File: src/hdl/csvtok_pkg.sv
`timescale 1ns / 1ps
`default_nettype none
package csvtok_pkg;

   // Parser modes
   typedef enum logic [2:0] {
      MODE_START  = 3'd0,
      MODE_PLAIN  = 3'd1,
      MODE_QUOTED = 3'd2,
      MODE_QSEEN  = 3'd3,
      MODE_DROP   = 3'd4
   } mode_type;

   localparam logic [7:0] CH_QUOTE = 8'h22;
   localparam logic [7:0] CH_COMMA = 8'h2C;
   localparam logic [7:0] CH_LF    = 8'h0A;
   localparam logic [7:0] CH_CR    = 8'h0D;
   localparam logic [7:0] CH_NUL   = 8'h00;

   localparam int unsigned CAP_W     = 13;
   localparam logic [12:0] CAP_RESET = 13'd512;

   // One result transaction
   typedef struct packed {
      logic [7:0] cell_byte;
      logic       has_byte;
      logic       cell_done;
      logic       row_done;
      logic       row_error;
   } result_type;

endpackage
`default_nettype wire

File: src/hdl/csv_cell_tokenizer.sv
`timescale 1ns / 1ps
`default_nettype none
// CSV cell tokenizer.
// Input stream (req_*): one byte of CSV text per transaction. Bytes 0, 10 and
// 13 end a row, a comma ends a cell, quoted cells fold a doubled quote.
// Result stream (rsp_*): at most one transaction per input byte. rsp_tdata
// carries the decoded character; rsp_tuser flags has_byte, cell_done and
// row_error; rsp_tlast marks a cleanly finished row. Opening and closing
// quotes and bytes of a dropped row produce no result.
// Config (csr_*): write the cell buffer size; always ready. Write only while
// the block is idle. Values above MAX_CAPACITY saturate.
// Path: the input register loads at req acceptance, then parse logic fills
// the result register, which drives rsp_tvalid. Throughput: one byte per
// cycle while no result is held stalled by rsp_tready. Reset: synchronous,
// active high; empties both registers, returns the parser to cell start and
// the buffer size to 512.
// Stall: while rsp_tready is low with a result held, the input register
// holds its byte and req_tready falls once it is occupied.
module csv_cell_tokenizer #(
   parameter int unsigned MAX_CAPACITY = 4096
) (
   input  wire logic        clock,
   input  wire logic        reset,
   // text_byte[7:0]
   input  wire logic [7:0]  req_tdata,
   input  wire logic        req_tvalid,
   output logic             req_tready,
   // cell_byte[7:0]
   output logic      [7:0]  rsp_tdata,
   // has_byte[0], cell_done[1], row_error[2]
   output logic      [2:0]  rsp_tuser,
   output logic             rsp_tlast,
   output logic             rsp_tvalid,
   input  wire logic        rsp_tready,
   input  wire logic [12:0] csr_data,
   input  wire logic        csr_valid,
   output logic             csr_ready
);

   // Count never exceeds capacity - 1, so it fits in the capacity width
   localparam int unsigned CntW  = $clog2(MAX_CAPACITY + 1);
   localparam int unsigned WideW = (CntW > csvtok_pkg::CAP_W) ? CntW : csvtok_pkg::CAP_W;

   logic [WideW-1:0]        eff_cap;

   logic                    in_valid_ff;
   logic [7:0]              in_byte_ff;
   logic                    advance;

   csvtok_pkg::mode_type    mode_ff;
   csvtok_pkg::mode_type    mode_in;
   logic [CntW-1:0]         count_ff;
   logic [CntW-1:0]         count_in;
   logic                    emit;
   csvtok_pkg::result_type  result;

   logic                    rsp_valid_ff;
   csvtok_pkg::result_type  rsp_ff;

   assign csr_ready = 1'b1;

   csvtok_cap_reg #(
      .MAX_CAPACITY (MAX_CAPACITY),
      .WIDE_W       (WideW)
   ) u_cap (
      .clock   (clock),
      .reset   (reset),
      .wr_en   (csr_valid),
      .wr_data (csr_data),
      .eff_cap (eff_cap)
   );

   // Parse the held byte when a result slot is free (or being freed)
   assign advance    = in_valid_ff && (!rsp_valid_ff || rsp_tready);
   assign req_tready = !in_valid_ff || advance;

   always_ff @(posedge clock) begin
      if (reset) begin
         in_valid_ff <= 1'b0;
      end else if (req_tready) begin
         in_valid_ff <= req_tvalid;
      end
   end

   always_ff @(posedge clock) begin
      if (req_tready && req_tvalid) begin
         in_byte_ff <= req_tdata;
      end
   end

   csvtok_parse #(
      .CNT_W  (CntW),
      .WIDE_W (WideW)
   ) u_parse (
      .mode       (mode_ff),
      .count      (count_ff),
      .text_byte  (in_byte_ff),
      .eff_cap    (eff_cap),
      .mode_next  (mode_in),
      .count_next (count_in),
      .emit       (emit),
      .result     (result)
   );

   // Advance parser state once per consumed byte
   always_ff @(posedge clock) begin
      if (reset) begin
         mode_ff  <= csvtok_pkg::MODE_START;
         count_ff <= '0;
      end else if (advance) begin
         mode_ff  <= mode_in;
         count_ff <= count_in;
      end
   end

   // Result register: load on emit, drop once taken
   always_ff @(posedge clock) begin
      if (reset) begin
         rsp_valid_ff <= 1'b0;
      end else if (advance) begin
         rsp_valid_ff <= emit;
      end else if (rsp_tready) begin
         rsp_valid_ff <= 1'b0;
      end
   end

   always_ff @(posedge clock) begin
      if (advance && emit) begin
         rsp_ff <= result;
      end
   end

   assign rsp_tvalid = rsp_valid_ff;
   assign rsp_tdata  = rsp_ff.cell_byte;
   assign rsp_tuser  = {rsp_ff.row_error, rsp_ff.cell_done, rsp_ff.has_byte};
   assign rsp_tlast  = rsp_ff.row_done;

`ifndef ASSERT_OFF
   // A held result is never overwritten by a new one
   assert property (@(posedge clock) disable iff (reset)
      rsp_valid_ff && !rsp_tready |-> !(advance && emit))
      else $error("result overwritten while stalled");

   // An error result carries no other marks
   assert property (@(posedge clock) disable iff (reset)
      rsp_tvalid && rsp_tuser[2] |-> !rsp_tlast && rsp_tuser[1:0] == 2'b00)
      else $error("row error mixed with other marks");

   // Outside a cell the character count is clear
   assert property (@(posedge clock) disable iff (reset)
      mode_ff == csvtok_pkg::MODE_START || mode_ff == csvtok_pkg::MODE_DROP
      |-> count_ff == '0)
      else $error("count not cleared outside a cell");

   // A character result always follows a counted character
   assert property (@(posedge clock) disable iff (reset)
      advance && emit && result.has_byte |=> count_ff != '0)
      else $error("character emitted without count");
`endif

endmodule
`default_nettype wire

File: src/hdl/csvtok_cap_reg.sv
`timescale 1ns / 1ps
`default_nettype none
module csvtok_cap_reg #(
   parameter int unsigned MAX_CAPACITY = 4096,
   parameter int unsigned WIDE_W       = 13
) (
   input  wire logic                       clock,
   input  wire logic                       reset,
   input  wire logic                       wr_en,
   input  wire logic [csvtok_pkg::CAP_W-1:0] wr_data,
   output logic      [WIDE_W-1:0]          eff_cap
);

   localparam logic [WIDE_W-1:0] MaxCap = WIDE_W'(MAX_CAPACITY);

   logic [csvtok_pkg::CAP_W-1:0] cap_ff;
   logic [WIDE_W-1:0]            cap_wide;

   always_ff @(posedge clock) begin
      if (reset) begin
         cap_ff <= csvtok_pkg::CAP_RESET;
      end else if (wr_en) begin
         cap_ff <= wr_data;
      end
   end

   // Saturate to the largest supported buffer
   assign cap_wide = WIDE_W'(cap_ff);
   assign eff_cap  = (cap_wide > MaxCap) ? MaxCap : cap_wide;

endmodule
`default_nettype wire

File: src/hdl/csvtok_parse.sv
`timescale 1ns / 1ps
`default_nettype none
module csvtok_parse #(
   parameter int unsigned CNT_W  = 13,
   parameter int unsigned WIDE_W = 13
) (
   input  wire csvtok_pkg::mode_type   mode,
   input  wire logic [CNT_W-1:0]       count,
   input  wire logic [7:0]             text_byte,
   input  wire logic [WIDE_W-1:0]      eff_cap,
   output csvtok_pkg::mode_type        mode_next,
   output logic      [CNT_W-1:0]       count_next,
   output logic                        emit,
   output csvtok_pkg::result_type      result
);

   logic             row_end;
   logic             is_quote;
   logic             is_comma;
   logic             full;
   logic [WIDE_W:0]  count_plus;

   assign row_end  = text_byte inside {csvtok_pkg::CH_NUL, csvtok_pkg::CH_LF,
                                       csvtok_pkg::CH_CR};
   assign is_quote = (text_byte == csvtok_pkg::CH_QUOTE);
   assign is_comma = (text_byte == csvtok_pkg::CH_COMMA);

   // Adding one more character would reach capacity
   assign count_plus = (WIDE_W + 1)'(count) + (WIDE_W + 1)'(1);
   assign full       = count_plus >= {1'b0, eff_cap};

   always_comb begin
      mode_next  = mode;
      count_next = count;
      emit       = 1'b0;
      result     = '0;
      case (mode)
         csvtok_pkg::MODE_PLAIN: begin
            emit = 1'b1;
            if (row_end || is_comma) begin
               mode_next        = csvtok_pkg::MODE_START;
               count_next       = '0;
               result.cell_done = 1'b1;
               result.row_done  = row_end;
            end else if (is_quote || full) begin
               mode_next        = csvtok_pkg::MODE_DROP;
               count_next       = '0;
               result.row_error = 1'b1;
            end else begin
               count_next       = count + CNT_W'(1);
               result.cell_byte = text_byte;
               result.has_byte  = 1'b1;
            end
         end
         csvtok_pkg::MODE_QUOTED: begin
            if (is_quote) begin
               mode_next = csvtok_pkg::MODE_QSEEN;
            end else begin
               emit = 1'b1;
               if (row_end) begin
                  // Line break closes the row; nothing left to drop
                  mode_next        = csvtok_pkg::MODE_START;
                  count_next       = '0;
                  result.row_error = 1'b1;
               end else if (full) begin
                  mode_next        = csvtok_pkg::MODE_DROP;
                  count_next       = '0;
                  result.row_error = 1'b1;
               end else begin
                  count_next       = count + CNT_W'(1);
                  result.cell_byte = text_byte;
                  result.has_byte  = 1'b1;
               end
            end
         end
         csvtok_pkg::MODE_QSEEN: begin
            emit = 1'b1;
            if (is_quote && !full) begin
               mode_next        = csvtok_pkg::MODE_QUOTED;
               count_next       = count + CNT_W'(1);
               result.cell_byte = csvtok_pkg::CH_QUOTE;
               result.has_byte  = 1'b1;
            end else if (row_end || is_comma) begin
               mode_next        = csvtok_pkg::MODE_START;
               count_next       = '0;
               result.cell_done = 1'b1;
               result.row_done  = row_end;
            end else begin
               mode_next        = csvtok_pkg::MODE_DROP;
               count_next       = '0;
               result.row_error = 1'b1;
            end
         end
         csvtok_pkg::MODE_DROP: begin
            if (row_end) begin
               mode_next  = csvtok_pkg::MODE_START;
               count_next = '0;
            end
         end
         default: begin
            count_next = '0;
            if (row_end) begin
               mode_next       = csvtok_pkg::MODE_START;
               emit            = 1'b1;
               result.row_done = 1'b1;
            end else if (is_quote) begin
               mode_next = csvtok_pkg::MODE_QUOTED;
            end else if (is_comma) begin
               mode_next        = csvtok_pkg::MODE_START;
               emit             = 1'b1;
               result.cell_done = 1'b1;
            end else if (full) begin
               mode_next        = csvtok_pkg::MODE_DROP;
               emit             = 1'b1;
               result.row_error = 1'b1;
            end else begin
               mode_next        = csvtok_pkg::MODE_PLAIN;
               count_next       = CNT_W'(1);
               emit             = 1'b1;
               result.cell_byte = text_byte;
               result.has_byte  = 1'b1;
            end
         end
      endcase
   end

endmodule
`default_nettype wire

File: config.mk
export PLATFORM = sky130hd
export DESIGN_NAME = csv_cell_tokenizer
export DESIGN_NICKNAME = d
export VERILOG_FILES = /design/src/hdl/csvtok_pkg.sv /design/src/hdl/csv_cell_tokenizer.sv /design/src/hdl/csvtok_cap_reg.sv /design/src/hdl/csvtok_parse.sv
export SDC_FILE = /design/constraint.sdc
export NUM_CORES = 1
export LEC_CHECK = 0
export CORE_UTILIZATION = 30
export CTS_CLUSTER_SIZE = 30
export DETAILED_ROUTE_END_ITERATION = 8
export DONT_BUFFER_PORTS = 1
export PLACE_DENSITY = 0.45
export SKIP_CTS_REPAIR_TIMING = 1
export SLEW_MARGIN = 20
export SYNTH_ARGS = -nofsm -noshare
export SYNTH_HDL_FRONTEND = slang
export SYNTH_SLANG_ARGS = --single-unit
export TNS_END_PERCENT = 50
File: constraint.sdc
create_clock -name clock -period 4.72 [get_ports clock]
set_clock_uncertainty 0.15 [all_clocks]
set_input_delay 0.236 -clock clock [delete_from_list [all_inputs] [get_ports clock]]
set_output_delay 0.236 -clock clock [all_outputs]
set_load 0.05 [all_outputs]
==> flow_metrics.tcl <==
set metrics [dict create \
    dp_cells 388 \
    critPathKind "flip-flop to flip-flop" \
    antenna_found_initial 0 \
    syn_area_per_cell_sq_um 9.64 \
    drive_gt1_frac 0.0681 \
    root_buffer "clkbuf_8" \
    clk_pin_slew_ns 0.10 \
    synth_edf_count 20 \
    slew_headroom 0.504 \
    hpwlAfterDp_mm 4.60 \
    wirelength_mm 6.42 \
    final_cell_mix "35 x dlygate4sd3_1, 31 x dfxtp_1, 30 x nand2_1, 24 x nor2_1, 20 x edfxtp_1" \
    synth_seq_area_share 0.434 \
    vias_per_cell 5.16 \
    die_y_microns 98.9 \
    track_usage 0.135 \
    grt_max_degree 20 \
    cts_tree "built" \
    slowest_stage "or4b_2" \
    setup_viol 0 \
    ys_warn_count 0 \
    cp_cell_sequence "and2_1 -> nand4_1 -> or4b_2 -> nand2_1 -> ha_1 -> a21oi_1 -> a21oi_1 -> a2111oi_2 -> buf_4 -> o21ai_0 -> a32o_1" \
    worstPathArrival_ns 3.59 \
    cts_buffers 5 \
    layout_min_cycle_time_ns 3.67 \
    ios 41 \
    async_reset_ff_frac 0 \
    ant_nets 0 \
    dieArea_sq_um 9770 \
    tns_ns 0 \
    port_buffers 0 \
    synth_ff_type "dfxtp_1" \
    path_max_fanout 15 \
    start_util 0.316 \
    tightest_slew_ns 0.742 \
    ys_ff_latch 51 \
    drt_iter0_drc 141 \
    crit_path_start_kind "flip-flop" \
    synth_area_sq_um 2810 \
    slowest_delay_ns 0.70 \
    nets 362 \
    max_cap_viol_count 0 \
    final_util 0.382 \
    power_density_nw_per_um2 297 \
    design.core.area_sq_um 8890 \
    avgRoutedWirePerCell_microns 14.9 \
    fin_cells 431 \
    synth_nets 332 \
    grt_pass1_wl_mm 10.5 \
    cpMostUsedCell "a21oi_1" \
    drc 0 \
    rsz0062_at_grt "false" \
    synth_cells 292 \
    fillers 871 \
    ys_types 56 \
    endpoint_kind "flip-flop" \
    gr-total-overflow 0 \
    dr.pass1.iters 4 \
    cts.path.max_buffers 2 \
    area_delta_synth_final_pct 20.6 \
    period_share 0.777 \
    cts.sinks 51 \
    ir_drop_mv 0.170 \
    hold_path_class "primary input to flip-flop" \
    num_antenna_cells 0 \
    hold_violations 0 \
    leakagePower_nw 1.34 \
    fmax_mhz 273 \
    fin_total_pwr_mw 1.01 \
    worst_ep_required_time_ns 4.65 \
    ctsHtreeMaxLevel 2 \
    die_w_microns 98.9 \
    clkLatencyLatePin_ns 0.31 \
    gp_congestion 0.807 \
    grt_pass1_vias 2022 \
    status "completed" \
    drv_slew 0 \
    layout_commonest_cell "dlygate4sd3_1" \
    dr_total_vias 2226 \
    row_count 34 \
]
-- final timing paths --
kind         depth (start not counted)            to  slack [ns]         from
min reg2reg                          2   in_valid_ff        0.39  in_valid_ff
max                                 11  rsp_tuser[2]        1.05  count_ff[2]
max reg2reg                         11  rsp_tuser[2]        1.05  count_ff[2]
min                                  3    rsp_tvalid        0.02   rsp_tready
-- registers in the layout, indices dropped and copies added, names as in the netlist --
name / count
rsp_tlast: 1
rsp_tuser: 3
mode_ff: 3
in_byte_ff: 8
count_ff: 13
rsp_tvalid: 1
rsp_tdata: 8
in_valid_ff: 1
u_cap.cap_ff: 13
-- report_power, final --
| group | internal (mW) | leakage [nW] | switching [mW] | total, mW |
|---|---|---|---|---|
| Sequential | 0.482 | 0.444 | 0.0435 | 0.526 |
| Combinational | 0.0636 | 0.828 | 0.0657 | 0.129 |
| Clock | 0.194 | 0.0685 | 0.158 | 0.352 |
-- stage by stage --
stage / setup WS (ns) / instance area [sq um] / hold slack (ns)
after floorplan: 1.48 / 2810 / 0.185
after global placement: 1.06 / 2900 / 0.160
after detailed placement: 1.09 / 2900 / 0.162
after CTS: 1.07 / 3040 / -0.176
after global routing: 0.849 / 3390 / 0.0445
final: 1.05 / 3390 / 0.0158
-- synthesized netlist by cell type, types with 5 or more instances --
master,count,share of area
nor2b_1,6,0.013
ha_1,14,0.062
nor2_1,24,0.032
xor2_1,6,0.019
nand4_1,6,0.013
nand2_1,30,0.040
and3_1,9,0.020
o21ai_0,5,0.0089
and2_1,6,0.013
mux2i_1,13,0.046
a22o_1,9,0.028
a21oi_1,17,0.030
clkbuf_1,9,0.012
inv_1,8,0.011
a21o_1,6,0.016
edfxtp_1,20,0.21
nor3_1,5,0.0089
nand3_1,6,0.011
xnor2_1,5,0.016
dfxtp_1,31,0.22
-- critical path, delay by kind of cell, from the launching register on --
kind            cells  cell delay (ns)
flops               1             0.45
simple gates        4             1.27
fa+ha+maj           1             0.26
compound gates      5             1.04
buf+inv             1             0.27
-- per-layer routing --
| layer | track usage | part of all wire | routed length, microns | up-vias |
|---|---|---|---|---|
| met5 | 0 | 0 | 0 | - |
| met3 | 0.0220 | 0.030 | 191 | 7 |
| li1 | - | - | - | 1131 |
| met2 | 0.194 | 0.43 | 2740 | 41 |
| met1 | 0.201 | 0.53 | 3390 | 1047 |
| met4 | 0.0517 | 0.016 | 102 | 0 |
-- area by class of cell --
type / instances / area, sq um / area share
Clock buffer: 6 / 93.8 / 0.0276
Clock inverter: 2 / 41.3 / 0.0122
Inverter: 8 / 30.0 / 0.00885
Multi-Input combinational cell: 220 / 1520 / 0.446
Sequential cell: 51 / 1220 / 0.360
Tap cell: 108 / 135 / 0.0398
Timing Repair Buffer: 36 / 358 / 0.105
-- logic make-up (layout without fill, tap and decap cells) --
kind of cell    count (synthesis)  count (layout)  share of synthesized area
xor+xnor                       11              11                     0.0342
compound gates                 63              63                      0.164
buf+inv                        21              52                     0.0320
fa+ha+maj                      14              14                     0.0623
mux                            13              13                     0.0462
flops                          51              51                      0.434
simple gates                  118             118                      0.226
other cells                     1               1                    0.00133
Note: power is estimated with default switching activity, not from simulation.
